$ cat src/rtl/core/swhd_pkg.sv
// Package with shared types and constants of the sync word header deframer.
`default_nettype none

package swhd_pkg;

  // Number of message type slots that take part in the compare.
  localparam int unsigned NumTypeSlots = 6;

  // Configuration register indexes.
  localparam int unsigned CfgIdxW        = 3;
  localparam int unsigned CfgDataW       = 32;
  localparam logic [CfgIdxW-1:0] RegSyncWord     = 3'd0;
  localparam logic [CfgIdxW-1:0] RegGarbageLimit = 3'd1;
  localparam logic [CfgIdxW-1:0] RegTypeSlot0    = 3'd2;

  // Reset values of the configuration registers.
  localparam logic [31:0] SyncWordReset     = 32'h4A4F_4B45;
  localparam logic [15:0] GarbageLimitReset = 16'd1024;

  // Field widths of a result transaction.
  localparam int unsigned KindW   = 2;
  localparam int unsigned ByteW   = 8;
  localparam int unsigned TypeIdW = 3;
  localparam int unsigned LenW    = 14;
  localparam int unsigned ErrW    = 2;
  localparam int unsigned OutDataW = 32;

  typedef enum logic [KindW-1:0] {
    KIND_HEADER  = 2'd0,
    KIND_PAYLOAD = 2'd1,
    KIND_ERROR   = 2'd2
  } result_kind_e;

  typedef enum logic [ErrW-1:0] {
    ERR_GARBAGE    = 2'd0,
    ERR_BAD_TYPE   = 2'd1,
    ERR_BAD_LENGTH = 2'd2
  } error_code_e;

  typedef enum logic [2:0] {
    PH_HUNT    = 3'b001,
    PH_HEADER  = 3'b010,
    PH_PAYLOAD = 3'b100
  } phase_e;

  typedef struct packed {
    result_kind_e          kind;
    logic [ByteW-1:0]      payload_byte;
    logic [TypeIdW-1:0]    type_index;
    logic [LenW-1:0]       message_length;
    error_code_e           error_code;
    logic                  last;
  } result_t;

endpackage

`default_nettype wire

$ cat src/rtl/core/sync_word_header_deframer_unit.sv
// Sync word header deframer: hunts a sync word, checks type and length, passes payload.
// An accepted byte waits in the input register; its result is then registered for m_axis_tvalid.
// Throughput: one byte per cycle; the input register and the result register form
// a two-stage pipeline that advances whenever the result register is free or drained.
// Reset: rst_ni clears the pipeline, the deframer state (hunting) and the configuration
// registers to their defaults; there is no clearing pass.
`default_nettype none

module sync_word_header_deframer_unit
  import swhd_pkg::*;
(
  input  wire logic                clk_i,
  input  wire logic                rst_ni,
  // Configuration write port
  input  wire logic                cfg_we_i,
  input  wire logic [CfgIdxW-1:0]  cfg_idx_i,
  input  wire logic [CfgDataW-1:0] cfg_data_i,
  // Received byte stream
  input  wire logic                s_axis_tvalid,
  output logic                     s_axis_tready,
  input  wire logic [ByteW-1:0]    s_axis_tdata,   // [7:0] rx_byte
  // Result stream
  output logic                     m_axis_tvalid,
  input  wire logic                m_axis_tready,
  // [7:0] payload_byte, [10:8] type_index, [24:11] message_length,
  // [26:25] error_code, [31:27] zero
  output logic [OutDataW-1:0]      m_axis_tdata,
  output logic                     m_axis_tlast,
  output logic [KindW-1:0]         m_axis_tuser    // [1:0] result_kind
);

  // Configuration registers
  logic [31:0] sync_word_q;
  logic [15:0] garbage_limit_q;
  logic [31:0] type_slot_q [NumTypeSlots];

  always_ff @(posedge clk_i or negedge rst_ni) begin
    if (!rst_ni) begin
      sync_word_q     <= SyncWordReset;
      garbage_limit_q <= GarbageLimitReset;
      for (int i = 0; i < NumTypeSlots; i++) begin
        type_slot_q[i] <= '0;
      end
    end else if (cfg_we_i) begin
      if (cfg_idx_i == RegSyncWord) begin
        sync_word_q <= cfg_data_i;
      end
      if (cfg_idx_i == RegGarbageLimit) begin
        garbage_limit_q <= cfg_data_i[15:0];
      end
      for (int i = 0; i < NumTypeSlots; i++) begin
        if (cfg_idx_i == CfgIdxW'(int'(RegTypeSlot0) + i)) begin
          type_slot_q[i] <= cfg_data_i;
        end
      end
    end
  end

  // Pipeline handshake
  logic             in_valid_q;
  logic [ByteW-1:0] in_byte_q;
  logic             out_valid_q;
  result_t          out_q;
  logic             out_free;
  logic             proc;

  assign out_free      = !out_valid_q || m_axis_tready;
  assign proc          = in_valid_q && out_free;
  assign s_axis_tready = !in_valid_q || out_free;

  always_ff @(posedge clk_i or negedge rst_ni) begin
    if (!rst_ni) begin
      in_valid_q <= 1'b0;
    end else if (s_axis_tready) begin
      in_valid_q <= s_axis_tvalid;
    end
  end

  always_ff @(posedge clk_i) begin
    if (s_axis_tready && s_axis_tvalid) begin
      in_byte_q <= s_axis_tdata;
    end
  end

  // Deframer state
  phase_e          phase_q, phase_d;
  logic [31:0]     sync_window_q, sync_window_d;
  logic [2:0]      window_fill_q, window_fill_d;
  logic [15:0]     garbage_count_q, garbage_count_d;
  logic [2:0]      header_index_q, header_index_d;
  logic [31:0]     type_accum_q, type_accum_d;
  logic [LenW-1:0] length_accum_q, length_accum_d;
  logic            digits_ok_q, digits_ok_d;
  logic [LenW-1:0] payload_remaining_q, payload_remaining_d;

  logic                res_valid;
  result_t             res;
  logic [31:0]         window_shift;
  logic [2:0]          fill_inc;
  logic [15:0]         garbage_inc;
  logic                is_digit;
  logic [LenW-1:0]     length_next;
  logic                digits_ok_next;
  logic                type_zero_byte;
  logic                type_found;
  logic [TypeIdW-1:0]  type_hit;

  assign window_shift = {sync_window_q[23:0], in_byte_q};
  assign fill_inc     = (window_fill_q < 3'd4) ? window_fill_q + 3'd1 : window_fill_q;
  assign garbage_inc  = garbage_count_q + 16'd1;
  assign is_digit     = in_byte_q inside {[8'h30:8'h39]};
  // Times ten as two shifts and an add, wrapping at the field width.
  assign length_next  = (length_accum_q << 3) + (length_accum_q << 1)
                      + {{(LenW-4){1'b0}}, in_byte_q[3:0]};
  assign digits_ok_next = digits_ok_q && is_digit;
  assign type_zero_byte = (type_accum_q[31:24] == 8'h00) || (type_accum_q[23:16] == 8'h00) ||
                          (type_accum_q[15:8] == 8'h00) || (type_accum_q[7:0] == 8'h00);

  // The type word is complete once the digits arrive, so the slot compare uses the register.
  always_comb begin
    type_found = 1'b0;
    type_hit   = '0;
    for (int i = NumTypeSlots - 1; i >= 0; i--) begin
      if ((type_slot_q[i] != '0) && (type_slot_q[i] == type_accum_q)) begin
        type_found = 1'b1;
        type_hit   = TypeIdW'(i);
      end
    end
    if (type_zero_byte) begin
      type_found = 1'b0;
    end
  end

  always_comb begin
    phase_d             = phase_q;
    sync_window_d       = sync_window_q;
    window_fill_d       = window_fill_q;
    garbage_count_d     = garbage_count_q;
    header_index_d      = header_index_q;
    type_accum_d        = type_accum_q;
    length_accum_d      = length_accum_q;
    digits_ok_d         = digits_ok_q;
    payload_remaining_d = payload_remaining_q;
    res_valid           = 1'b0;
    res                 = '0;

    if (proc) begin
      case (phase_q)
        PH_HUNT: begin
          if ((fill_inc == 3'd4) && (window_shift == sync_word_q)) begin
            phase_d         = PH_HEADER;
            sync_window_d   = '0;
            window_fill_d   = '0;
            garbage_count_d = '0;
            header_index_d  = '0;
            type_accum_d    = '0;
            length_accum_d  = '0;
            digits_ok_d     = 1'b1;
          end else if (garbage_inc >= garbage_limit_q) begin
            sync_window_d   = '0;
            window_fill_d   = '0;
            garbage_count_d = '0;
            res_valid       = 1'b1;
            res.kind        = KIND_ERROR;
            res.error_code  = ERR_GARBAGE;
          end else begin
            sync_window_d   = window_shift;
            window_fill_d   = fill_inc;
            garbage_count_d = garbage_inc;
          end
        end
        PH_HEADER: begin
          header_index_d = header_index_q + 3'd1;
          if (header_index_q < 3'd4) begin
            type_accum_d = {type_accum_q[23:0], in_byte_q};
          end else begin
            if (is_digit) begin
              length_accum_d = length_next;
            end
            digits_ok_d = digits_ok_next;
            // The fourth length digit closes the header.
            if (header_index_q == 3'd7) begin
              res_valid = 1'b1;
              if (!type_found || !digits_ok_next) begin
                phase_d        = PH_HUNT;
                res.kind       = KIND_ERROR;
                res.error_code = type_found ? ERR_BAD_LENGTH : ERR_BAD_TYPE;
              end else if (length_next == '0) begin
                phase_d        = PH_HUNT;
                res.kind       = KIND_HEADER;
                res.type_index = type_hit;
                res.last       = 1'b1;
              end else begin
                phase_d             = PH_PAYLOAD;
                payload_remaining_d = length_next;
                res.kind            = KIND_HEADER;
                res.type_index      = type_hit;
                res.message_length  = length_next;
              end
            end
          end
        end
        PH_PAYLOAD: begin
          res_valid        = 1'b1;
          res.kind         = KIND_PAYLOAD;
          res.payload_byte = in_byte_q;
          if (payload_remaining_q <= LenW'(1)) begin
            payload_remaining_d = '0;
            res.last            = 1'b1;
            phase_d             = PH_HUNT;
          end else begin
            payload_remaining_d = payload_remaining_q - LenW'(1);
          end
        end
        default: begin
          phase_d         = PH_HUNT;
          sync_window_d   = '0;
          window_fill_d   = '0;
          garbage_count_d = '0;
        end
      endcase
    end
  end

  always_ff @(posedge clk_i or negedge rst_ni) begin
    if (!rst_ni) begin
      phase_q             <= PH_HUNT;
      sync_window_q       <= '0;
      window_fill_q       <= '0;
      garbage_count_q     <= '0;
      header_index_q      <= '0;
      type_accum_q        <= '0;
      length_accum_q      <= '0;
      digits_ok_q         <= 1'b1;
      payload_remaining_q <= '0;
      out_valid_q         <= 1'b0;
    end else begin
      phase_q             <= phase_d;
      sync_window_q       <= sync_window_d;
      window_fill_q       <= window_fill_d;
      garbage_count_q     <= garbage_count_d;
      header_index_q      <= header_index_d;
      type_accum_q        <= type_accum_d;
      length_accum_q      <= length_accum_d;
      digits_ok_q         <= digits_ok_d;
      payload_remaining_q <= payload_remaining_d;
      if (out_free) begin
        out_valid_q <= proc && res_valid;
      end
    end
  end

  always_ff @(posedge clk_i) begin
    if (proc && res_valid) begin
      out_q <= res;
    end
  end

  assign m_axis_tvalid = out_valid_q;
  assign m_axis_tdata  = {{(OutDataW - ByteW - TypeIdW - LenW - ErrW){1'b0}},
                          out_q.error_code, out_q.message_length,
                          out_q.type_index, out_q.payload_byte};
  assign m_axis_tlast  = out_q.last;
  assign m_axis_tuser  = out_q.kind;

  // Payload phase always has bytes left to pass.
  assert property (@(posedge clk_i) disable iff (!rst_ni)
    (phase_q == PH_PAYLOAD) |-> (payload_remaining_q != '0))
    else $error("payload phase entered with nothing left");

  // Any error sends the deframer back to hunting.
  assert property (@(posedge clk_i) disable iff (!rst_ni)
    (proc && res_valid && (res.kind == KIND_ERROR)) |=> (phase_q == PH_HUNT))
    else $error("error did not restart the sync hunt");

  // Error transactions never mark the end of a message.
  assert property (@(posedge clk_i) disable iff (!rst_ni)
    (m_axis_tvalid && (out_q.kind == KIND_ERROR)) |-> !m_axis_tlast)
    else $error("error transaction carries tlast");

  // A header marks the message end exactly when its length is zero.
  assert property (@(posedge clk_i) disable iff (!rst_ni)
    (m_axis_tvalid && (out_q.kind == KIND_HEADER)) |->
      (m_axis_tlast == (out_q.message_length == '0)))
    else $error("header tlast disagrees with its length");

  // A byte is only processed in the cycle after it was accepted or while it was held.
  assert property (@(posedge clk_i) disable iff (!rst_ni)
    (s_axis_tvalid && s_axis_tready) |=> in_valid_q)
    else $error("accepted byte lost from the input register");

endmodule

`default_nettype wire

$ cat config.mk
export PLATFORM = sky130hd
export DESIGN_NAME = sync_word_header_deframer_unit
export DESIGN_NICKNAME = d
export VERILOG_FILES = /design/src/rtl/core/swhd_pkg.sv /design/src/rtl/core/sync_word_header_deframer_unit.sv
export SDC_FILE = /design/constraint.sdc
export NUM_CORES = 1
export LEC_CHECK = 0
export BUFFER_PORTS_ARGS = -buffer_cell sky130_fd_sc_hd__buf_2
export CORE_MARGIN = 2
export CORE_UTILIZATION = 30
export DETAILED_ROUTE_END_ITERATION = 16
export SLEW_MARGIN = 5
export SYNTH_ARGS = -nofsm -noshare
export SYNTH_HDL_FRONTEND = slang
export SYNTH_SLANG_ARGS = --single-unit
export TNS_END_PERCENT = 30
$ cat constraint.sdc
create_clock -name clk_i -period 5.76 [get_ports clk_i]
set_clock_uncertainty 0.05 [all_clocks]
set_input_delay 0.864 -clock clk_i [delete_from_list [all_inputs] [get_ports clk_i]]
set_output_delay 0.864 -clock clk_i [all_outputs]
set_load 0.05 [all_outputs]
After elaboration in Yosys (flattened, before gate mapping). Cells that the tools add are included.

Add/subtract/negate cells: 6. $lt $le $gt $ge: 6. Equality and inequality tests: 27. Muxes and demuxes: 66. Bitwise logic cells: 5. Reductions and logical operators: 58.

Operators with widths (count): 32-bit equality test (7); 32-bit nonzero test (6); 14-bit two-way mux (5); 32-bit two-way mux (2); 32-bit one-hot mux with 2 select lines (1); 24-bit two-way mux (2); 24-bit one-hot mux with 2 select lines (1); 3-bit two-way mux (15); 13-bit two-way mux (3); 8-bit logical NOT (4); 16-bit two-way mux (2); 16-bit one-hot mux with 2 select lines (1); 14-bit one-hot mux with 2 select lines (1); 13-bit one-hot mux with 2 select lines (1); 3-bit equality test (second input constant) (7); 2-bit AND reduction (10); 1-bit two-way mux (19); 16-bit by 1-bit adder with 16-bit output (second input constant) (1); 16-bit >= comparator (1); 2-bit inequality test (second input constant) (8); 14-bit adder (1); 14-bit by 4-bit adder with 14-bit output (1); 14-bit by 1-bit less-or-equal comparator with 1-bit output (second input constant) (1); 14-bit logical NOT (1); 28 further kinds (67).

Bits in registers: 389. Input bits: 48. Output and inout port bits: 37. Word-level logic and storage cells: 196.

Longest topological paths before layout. Gate-level depths: netlist (run 1).

Word-level depth: 15. Depth in mapped cells: 18. Gate-level depth less buffers: 15.

Least setup slack after synthesis (run 1). OpenSTA, ideal clock, no wires.

Path kind: register to register. Start point: register garbage_count_q[0]. End point: register out_q, in the netlist m_axis_tdata[0], enable pin. Library setup time: 385 ps. Arrival: 3446 ps. Data required time: 5325 ps. Setup slack: 1879 ps. Stages on the path, launching flop included: 17. Path buffers: 1. Cells stage by stage: dfrtp_1 ha_1 and3_1 and3_1 and3_1 clkbuf_1 nand3_1 xnor2_1 ha_1 nand4_1 nor2_1 a2111o_1 o221ai_1 a21oi_1 nand2_1 a21o_1 inv_1.

Cells in the longest elaborated chain, start to end: 7.

RTL lines: from (decl) (line sync_word_header_deframer_unit.sv:89) `logic [15:0] garbage_count_q, garbage_count_d;`; from (signal assigned) (line sync_word_header_deframer_unit.sv:241) `garbage_count_q <= garbage_count_d;`; 16-bit by 1-bit adder with 16-bit output (line sync_word_header_deframer_unit.sv:110) `assign garbage_inc = garbage_count_q + 16'd1;`; 16-bit >= comparator (line sync_word_header_deframer_unit.sv:159) `end else if (garbage_inc >= garbage_limit_q) begin`; 1-bit two-way mux (line sync_word_header_deframer_unit.sv:159); 1-bit two-way mux (line sync_word_header_deframer_unit.sv:150) `if ((fill_inc == 3'd4) && (window_shift == sync_word_q)) begin`; 1-bit one-hot mux with 3 select lines (line sync_word_header_deframer_unit.sv:148) `case (phase_q)`; 1-bit two-way mux (line sync_word_header_deframer_unit.sv:147) `if (proc) begin`; 1-bit logical AND (line sync_word_header_deframer_unit.sv:254) `if (proc && res_valid) begin`; to (signal assigned) (line sync_word_header_deframer_unit.sv:255) `out_q <= res;`; to (decl) (line sync_word_header_deframer_unit.sv:63) `result_t out_q;`.

Every way passes these cells. A chain may end at the register's enable or synchronous reset.

Final worst setup path (run 1).
Start point: register in_byte_q[2]. End point: register payload_remaining_q[0].

Cells in the longest elaborated chain, start to end: 7.

RTL lines: from (decl) (line sync_word_header_deframer_unit.sv:61) `logic [ByteW-1:0] in_byte_q;`; from (signal assigned) (line sync_word_header_deframer_unit.sv:81) `in_byte_q <= s_axis_tdata;`; parallel branches: the longest is 6 deep, another holds 14-bit by 4-bit adder with 14-bit output; 6-bit AND reduction (no source line) (*); to (signal assigned) (line sync_word_header_deframer_unit.sv:246) `payload_remaining_q <= payload_remaining_d;`; to (decl) (line sync_word_header_deframer_unit.sv:94) `logic [LenW-1:0] payload_remaining_q, payload_remaining_d;`.

Every way passes the cells marked *.

==> metrics.cfg, run 1 <==
[outcome]
outcome=completed

[cells_and_area]
finalNetCount=1802
area_growth_pct=13.3
final_cell_mix=333 x dfrtp_1, 235 x mux2_2, 232 x xor2_1
fin_util_pct=34.3
instances_no_fill=2606
drive_above_1_share_pct=26.5
layout_commonest_cell=dfrtp_1

[critical_path]
cpPeakStageDelay_ns=0.61
cp.arrival_ns=4.79
worst_path_most_repeated_cell=ha_1
start_kind=flop
crit_buf_inv=1
crit_chain=ha_1, ha_1, inv_1, fa_1, nand2b_1, a21o_1, a211oi_1, o21ai_0, and4bb_2, and4_1, o21ai_2, o221ai_1
worstPathRequired_ns=6.20
end_kind=flop
slowest_stage=a211oi_1
critical-path-top-delay-family=compound AO/OA/AOI/OAI gates
path_max_fanout=12
critPathKind=flop to flop

[die]
row_count=94
io_pins=85
coreArea_um2=65700
dieArea_um2=68400
dieWidth_um=262
die_h_um=262
start_util_pct=30.3

[global_routing]
grt.total_usage_pct=17.5
grt_max_degree=135
grt.overflow.total=0
grt_pass1_wl_um=90200
antenna_found_initial=0
grt_pass1_vias=14000

[sta]
slew_headroom_pct=39.3
drv_slew=0
setup_tns_ns=0
worst_slew_pin_slew_ns=0.907
setup_viol=0
rsz0062_at_grt=no
max_freq_ghz=0.230
post-route-period-util_pct=75.5
hold_violations=0
layout_min_cycle_time_ns=4.35

[power]
p_sw_share_pct=28.5
power_density_nw_per_um2=343
pwr-share-seq_pct=47.3
p_int_uw=5530
max-vdd-ir-drop_uv=184
switchingPower_uw=2210
p_leak_uw=0.00995
clockPowerShare_pct=37.5
comb_power_share_pct=15.2

[detailed_routing]
drc=0
wl_per_cell_um=23.1
ant_nets=0
drt_iter0_drc=1169
via_count=13800
routed_wl_um=60200
vias_per_cell=5.31
dr.pass1.iters=6

[clock_tree]
insertion_delay_ns=0.58
clk_pin_slew_worst_paths_ns=0.06
cts.sinks=389
root_buffer=clkbuf_16
cts_tree=built
clockBufferDepth=3
cts_hold_buf=0
htree_levels=2
numCtsBuffers=44
postCtsSetupBuffers=0
cts-resized-gates=0

[worst_hold_path]
hp-class=primary input to async pin

[synthesis]
ys_warn_count=0
ys_seq_area_share_pct=50.0
synth-seq-cells=389
synth_cells=1657
synth_flop_cell=dfrtp_1
avgSynthCellArea_um2=12.0
synthesis.area_um2=19900
async_flop_share_pct=90.2
synth_edf_count=38
synth_cell_type_count=69

[place]
place.gp.congestion=0.910
numPortBuffers=79
dp_hpwl_um=42700
place_inst=2525

[job]
drv_cap=0

power groups by stage:
stage          sequential (µW)  clock, µW  combinational, µW
5_1_grt                   3710       3070               1290
4_1_cts                   3650       2960               1180
6_report                  3660       2900               1170
3_3_place_gp              3680          0               1150
3_5_place_dp              3700          0               1180
2_1_floorplan             3550          0                840
cells in the mapped netlist (all sizes together), types with 26 or more instances:
master | count | area, µm²
nand4 | 36 | 240
nand3 | 26 | 130
clkbuf | 46 | 173
o211ai | 26 | 260
dfrtp | 333 | 8330
edfxtp | 38 | 1140
buf | 49 | 348
mux2 | 235 | 2650
nor4 | 116 | 751
nand2 | 53 | 201
nor3 | 28 | 175
a22o | 68 | 596
a21oi | 28 | 151
ha | 45 | 563
nor2 | 71 | 272
inv | 40 | 150
o21ai | 37 | 189
xor2 | 232 | 2030
kinds of logic after synthesis:
| group | synth area share (%) |
|---|---|
| compound gates | 8.24 |
| xor+xnor | 10.8 |
| fa+ha+maj | 3.03 |
| buf+inv | 3.37 |
| flops | 50.0 |
| mux | 13.5 |
| other cells | 0.0188 |
| simple gates | 11.0 |
final cells by class:
type	instances	area [µm²]
antenna	1	2.50
multi-input combinational	1137	9330
timing repair buffer	95	551
inverter	40	150
tap	864	1080
fill	6434	43200
clock inverter	17	195
clock buffer	63	1280
sequential	389	9950
worst register-to-register path, cell delays in order, from the launching register on:
cell      delay, ns
edfxtp_1       0.59
ha_1           0.39
ha_1           0.17
inv_1          0.07
fa_1           0.44
nand2b_1       0.21
a21o_1         0.20
a211oi_1       0.61
o21ai_0        0.20
and4bb_2       0.38
and4_1         0.60
o21ai_2        0.15
o221ai_1       0.21
layer usage:
metal / vias up / global-route usage, % / share of wire, %
met2: 430 / 28.8 / 48
met3: 104 / 2.81 / 6.2
li1: 6166 / - / -
met4: 0 / 5.48 / 2.9
met5: - / 0 / 0
met1: 7132 / 23.6 / 43
per-stage QoR:
step           hold slack (ns)  worst slack (ns)  total power (µW)  instance area [µm²]
2_1_floorplan            0.413              1.88              4390                19900
3_3_place_gp             0.441              1.55              4840                21100
3_5_place_dp             0.449              1.46              4880                21100
5_1_grt                  0.357              1.08              8070                22500
4_1_cts                  0.334              1.44              7800                22500
6_report                 0.284              1.41              7740                22500
sequential cells by signal, indices dropped and copies added (netlist names), 13 cells and up:
name / cells
garbage_count_q: 16
garbage_limit_q: 16
length_accum_q: 13
m_axis_tdata: 27
payload_remaining_q: 14
sync_window_q: 24
sync_word_q: 32
type_accum_q: 32
type_slot_q: 192
final timing paths:
check | start | to | slack, ns | cells after the start
worst max register to register | in_byte_q[2] | payload_remaining_q[0] | 1.41 | 12
min in group clk_i | s_axis_tdata[2] | in_byte_q[2] | 0.42 | 1
worst min-delay path | rst_ni | type_slot_q[83] | 0.28 | 1
worst max-delay path | in_byte_q[2] | payload_remaining_q[0] | 1.41 | 12
max in group asynchronous | rst_ni | garbage_limit_q[0] | 4.13 | 2
worst min register to register | header_index_q[0] | header_index_q[0] | 0.45 | 1
(Power assumes the default switching activity.)
==> inputs of run 2 (changes only) <==
ABC_AREA = 1   (was not set)
clock period = 4.39 ns   (was 5.76 ns; I/O delays follow)
==> run 2 against run 1 <==
Worst hold slack worse by 0.18 ns. Utilization down 0.25 points. Sequential share of layout area down 1.4 points. Synthesized cell count up 56%. Non-clock buffer count up 1. Area after synthesis up 3.6%. Combinational power rose to 3.1 times the previous value. Global-route usage up 0.51 points. Maximum frequency up 14%. Critical path depth up 9. Sequential power up 41%. Die area up 3.5%. Critical path type unchanged.
==> metrics.cfg, run 2 <==
[global_routing]
grt_pass1_wl_um=97700
grt.total_usage_pct=18.0
grt.overflow.total=0
antenna_found_initial=2
grt_max_degree=113
grt_pass1_vias=16400

[critical_path]
cp.arrival_ns=4.09
start_kind=flop
worst_path_most_repeated_cell=nand2_1
end_kind=flop
path_max_fanout=25
slowest_stage=dfrtp_1
worstPathRequired_ns=4.65
critPathKind=flop to flop
crit_chain=ha_1, nand3_1, nor2_1, nand2_1, nor3_1, nand2_1, nor2_1, nand3_1, nor2_1, xor2_1, inv_1, ha_1, nand2_1, a21oi_1, a211oi_1, nand2_1, nand2_1, nand2_1, nand2_1, inv_1, buf_4
cpPeakStageDelay_ns=0.41

[synthesis]
synth_cell_type_count=53
synth-seq-cells=389
synth_commonest_cells=703 x nand2_1, 333 x dfrtp_1, 307 x o21ai_0
synthTopCellsByArea=dfrtp_1 40%, nand2_1 13%, o21ai_0 7.5%, edfxtp_1 5.5%, nor2_1 5.4%
yosysMostFrequentCell=nand2_1
synth_cells=2582
ys_seq_area_share_pct=48.3
async_flop_share_pct=90.2
synthesis.area_um2=20600
synth_area_leader_cell=dfrtp_1
synth_flop_cell=dfrtp_1
avgSynthCellArea_um2=7.98
ys_warn_count=0
synth_top_area_share_pct=40.4
synth_edf_count=38

[cells_and_area]
top_register=type_slot_q
instances_no_fill=3543
fill_cells=7141
largest_reg_flops=192
finalNetCount=2718
drive_above_1_share_pct=9.51
final_cell_mix=698 x nand2_1, 333 x dfrtp_1, 307 x o21ai_0
design_area_um2=23300
area_growth_pct=12.9
reg_top3=type_slot_q x192, sync_word_q x32, type_accum_q x32
layout_commonest_cell=nand2_1

[detailed_routing]
dr.pass1.iters=6
via_count=17100
routed_wl_um=63800
vias_per_cell=4.83
wl_per_cell_um=18.0
ant_nets=0
drt_iter0_drc=1469
drc=0

[clock_tree]
insertion_delay_ns=0.60
clockBufferDepth=3
postCtsSetupBuffers=0
cts-resized-gates=0
numCtsBuffers=45
root_buffer=clkbuf_16
cts_tree=built
htree_levels=2
cts_hold_buf=0
clk_pin_slew_worst_paths_ns=0.06
cts.sinks=389

[place]
place_area_um2=21800
numPortBuffers=79
place_inst=3458
place.gp.congestion=0.899
dp_hpwl_um=46800

[die]
coreArea_um2=68300
start_util_pct=30.2
dieArea_um2=70800
dieWidth_um=266
io_pins=85
row_count=96
die_h_um=266

[sta]
setup_tns_ns=0
rsz0062_at_grt=no
hold_slack_ns=0.106
max_freq_ghz=0.261
layout_min_cycle_time_ns=3.83
worst_slew_pin_slew_ns=1.14
slew_headroom_pct=23.9
hold_violations=0
setup_viol=0
drv_slew=0
post-route-period-util_pct=87.3

[power]
power_density_nw_per_um2=544
p_leak_uw=0.0113
max-vdd-ir-drop_uv=341
total_power_uw=12700

[worst_hold_path]
hp-class=primary input to async pin

[job]
drv_cap=0

[outcome]
outcome=completed

-- run 2: final timing paths --
check / from / endpoint / slack (ns) / depth (start not counted)
max in group asynchronous: rst_ni / sync_word_q[14] / 3.18 / 2
hold reg to reg: digits_ok_q / digits_ok_q / 0.42 / 2
setup / recovery: garbage_count_q[0] / m_axis_tdata[3] / 0.56 / 21
setup reg to reg: garbage_count_q[0] / m_axis_tdata[3] / 0.56 / 21
min in group clk_i: s_axis_tdata[2] / in_byte_q[2] / 0.20 / 1
hold / removal: rst_ni / type_slot_q[38] / 0.11 / 1
-- run 2: worst max-delay path, delay by kind of cell (launching register included) --
kind            cells  cell delay (ns)
xor+xnor            1             0.21
buf+inv             3             0.46
flops               1             0.41
simple gates       13             1.54
compound gates      2             0.35
fa+ha+maj           2             0.50
-- run 2: layer usage --
metal	global-route usage (%)	up-vias	wire length, µm
met5	0	-	0
met4	8.05	0	2900
met3	2.58	137	3740
met2	28.3	512	28300
met1	24.7	8181	28900
li1	-	8297	-
-- run 2: cell families (layout without fill, tap and decap cells) --
| kind of cell | Yosys count | count (layout) | share of synthesized area, % |
|---|---|---|---|
| flops | 389 | 389 | 48.3 |
| fa+ha+maj | 47 | 47 | 2.93 |
| compound gates | 400 | 400 | 10.1 |
| xor+xnor | 153 | 153 | 6.54 |
| simple gates | 1192 | 1192 | 24.1 |
| buf+inv | 399 | 473 | 8.00 |
| mux | 1 | 1 | 0.0486 |
| other cells | 1 | 6 | 0.0182 |
-- run 2: report_power, final --
| group | internal, µW | total [µW] | switching, µW |
|---|---|---|---|
| sequential | 4320 | 5170 | 854 |
| clock | 2220 | 3820 | 1600 |
| combinational | 1280 | 3680 | 2400 |
-- run 2: final cells by class --
cell class	instances	area (µm²)	share of cell area, %
flip-flops and latches	389	9950	42.8
multi-input cells	1798	9050	38.9
clock buffers	58	1230	5.27
well taps	882	1100	4.74
inverters	293	1100	4.73
repair buffers	96	571	2.45
clock inverters	26	259	1.11
diodes	1	2.50	0.0108
-- run 2: stage by stage --
step / worst slack (ns) / util [%]
6_report: 0.559 / 34.0
4_1_cts: 0.542 / 34.0
5_1_grt: 0.101 / 34.0
3_5_place_dp: 0.586 / 31.9
3_3_place_gp: 0.623 / 31.9
2_1_floorplan: 0.861 / -
==> inputs of run 3 (changes only) <==
ABC_AREA = not set   (was 1)
PLACE_DENSITY = 0.48   (was not set)
==> run 3 against run 2 <==
Design area shrank 0.82%. Critical path depth is 6 lower. Count of clock-buffer cells in the layout is 5 higher. Register-to-register slack lost 0.25 ns. Sequential share of layout area grew 0.35 points.
==> metrics.cfg, run 3 (same netlist as run 1, synthesis figures left out) <==
[critical_path]
ff2ff_path_depth=15
cpPeakStageDelay_ns=0.42
critPathKind=flop to flop
crit_buf_inv=2
r2r_setup_slack_ns=0.31
reg2reg_to=garbage_count_q[1]
path_max_fanout=24
end_kind=flop
start_kind=flop
crit_chain=ha_1, and3_1, and3_1, and3_2, nand3_1, xnor2_1, ha_1, a2111o_1, a2111o_1, o221ai_1, a21oi_2, nor3_2, buf_4, buf_6, a22o_1
critical-path-top-delay-family=compound AO/OA/AOI/OAI gates
cp.arrival_ns=4.54
r2r_start=garbage_count_q[0]
worstPathRequired_ns=4.85
slowest_stage=dfrtp_1

[detailed_routing]
dr.pass1.iters=5
via_count=13800
drt_iter0_drc=999
vias_per_cell=5.20
routed_wl_um=64000
drc=0
wl_per_cell_um=24.1
ant_nets=0

[sta]
hold_violations=0
setup_tns_ns=0
layout_min_cycle_time_ns=4.08
worst_slack_ns=0.310
max_freq_ghz=0.245
worst_slew_pin_slew_ns=0.971
post-route-period-util_pct=92.9
drv_slew=0
slew_headroom_pct=35.0
rsz0062_at_grt=no
setup_viol=0

[cells_and_area]
drive_above_1_share_pct=28.5
layout_commonest_cell=dfrtp_1
final_cell_mix=333 x dfrtp_1, 235 x mux2_2, 232 x xor2_1
largest_reg_flops=192
register_area_um2=9950
reg_top3=type_slot_q x192, sync_word_q x32, type_accum_q x32
finalNetCount=1844
instances_no_fill=2652
top_register=type_slot_q
fin_util_pct=35.1
multi_input_area_um2=9330
fill_cells=6494
area_growth_pct=15.9

[die]
row_count=94
dieArea_um2=68400
die_h_um=262
coreArea_um2=65700
dieWidth_um=262
start_util_pct=30.3
io_pins=85

[power]
max-vdd-ir-drop_uv=224
p_leak_uw=0.0102
power_density_nw_per_um2=456

[place]
dp_slack_ns=0.217
place_inst=2564
numPortBuffers=79
place.gp.congestion=0.879
dp_hpwl_um=45700

[clock_tree]
cts_hold_buf=0
clk_pin_slew_worst_paths_ns=0.06
cts_tree=built
root_buffer=clkbuf_16
htree_levels=2
insertion_delay_ns=0.58
clockBufferDepth=3
cts.sinks=389
numCtsBuffers=45

[global_routing]
antenna_found_initial=4
grt.overflow.total=0
grt_pass1_wl_um=94400
grt_pass1_vias=14200
grt.total_usage_pct=18.8
grt_max_degree=99

[job]
drv_cap=0

[worst_hold_path]
hp-class=primary input to async pin

[outcome]
outcome=completed

run 3: routing by layer:
metal  wire (µm)  track usage (%)  vias up  share of wire, %
li1            -                -     6259                 -
met2       29300             29.3      333                46
met3        2710             2.89      106               4.2
met4        2280             7.34        0               3.6
met5           0                0        -                 0
met1       29700             26.2     7095                46
run 3: stage by stage:
stage	hold WS [ns]	total power [µW]	instance area (µm²)
final	0.0934	10500	23100
after global routing	0.139	11000	23100
after CTS	0.118	10600	23000
after detailed placement	0.453	6430	21400
after global placement	0.441	6400	21400
after floorplan	0.313	5760	19900
run 3: timing repair:
item | CTS | global route
resized for setup | 0 | 3
setup endpoints to repair | 0 | 39
hold endpoints to repair | 0 | 0
buffers inserted | 0 | 1
run 3: worst register-to-register path, cell delays in order (launching register included):
cell,delay [ns]
dfrtp_1,0.42
ha_1,0.24
and3_1,0.22
and3_1,0.24
and3_2,0.29
nand3_1,0.12
xnor2_1,0.20
ha_1,0.28
a2111o_1,0.41
a2111o_1,0.38
o221ai_1,0.22
a21oi_2,0.13
nor3_2,0.27
buf_4,0.16
buf_6,0.22
a22o_1,0.17
run 3: power by group:
group / total [µW] / internal, µW / switching, µW
sequential: 4810 / 4220 / 587
combinational: 1570 / 797 / 776
clock: 4140 / 2580 / 1570
total: 10500 / 7590 / 2930
run 3: area by class of cell:
cell class	count	share of cell area (%)
Timing Repair Buffer	136	3.98
Multi-Input combinational cell	1137	40.5
Tap cell	864	4.69
Clock inverter	20	1.33
Antenna cell	3	0.0325
Clock buffer	63	5.75
Sequential cell	389	43.1
Inverter	40	0.651
run 3: how the worst max path moves through the flow:
stage	startpoint	depth (start not counted)	endpoint
2_1_floorplan	garbage_count_q[0]	16	m_axis_tdata[0]
3_3_place_gp	garbage_count_q[0]	16	m_axis_tdata[10]
6_report	garbage_count_q[0]	15	garbage_count_q[1]
4_1_cts	garbage_count_q[0]	16	m_axis_tdata[0]
3_5_place_dp	garbage_count_q[0]	15	garbage_count_q[2]
5_1_grt	garbage_count_q[0]	16	window_fill_q[2]
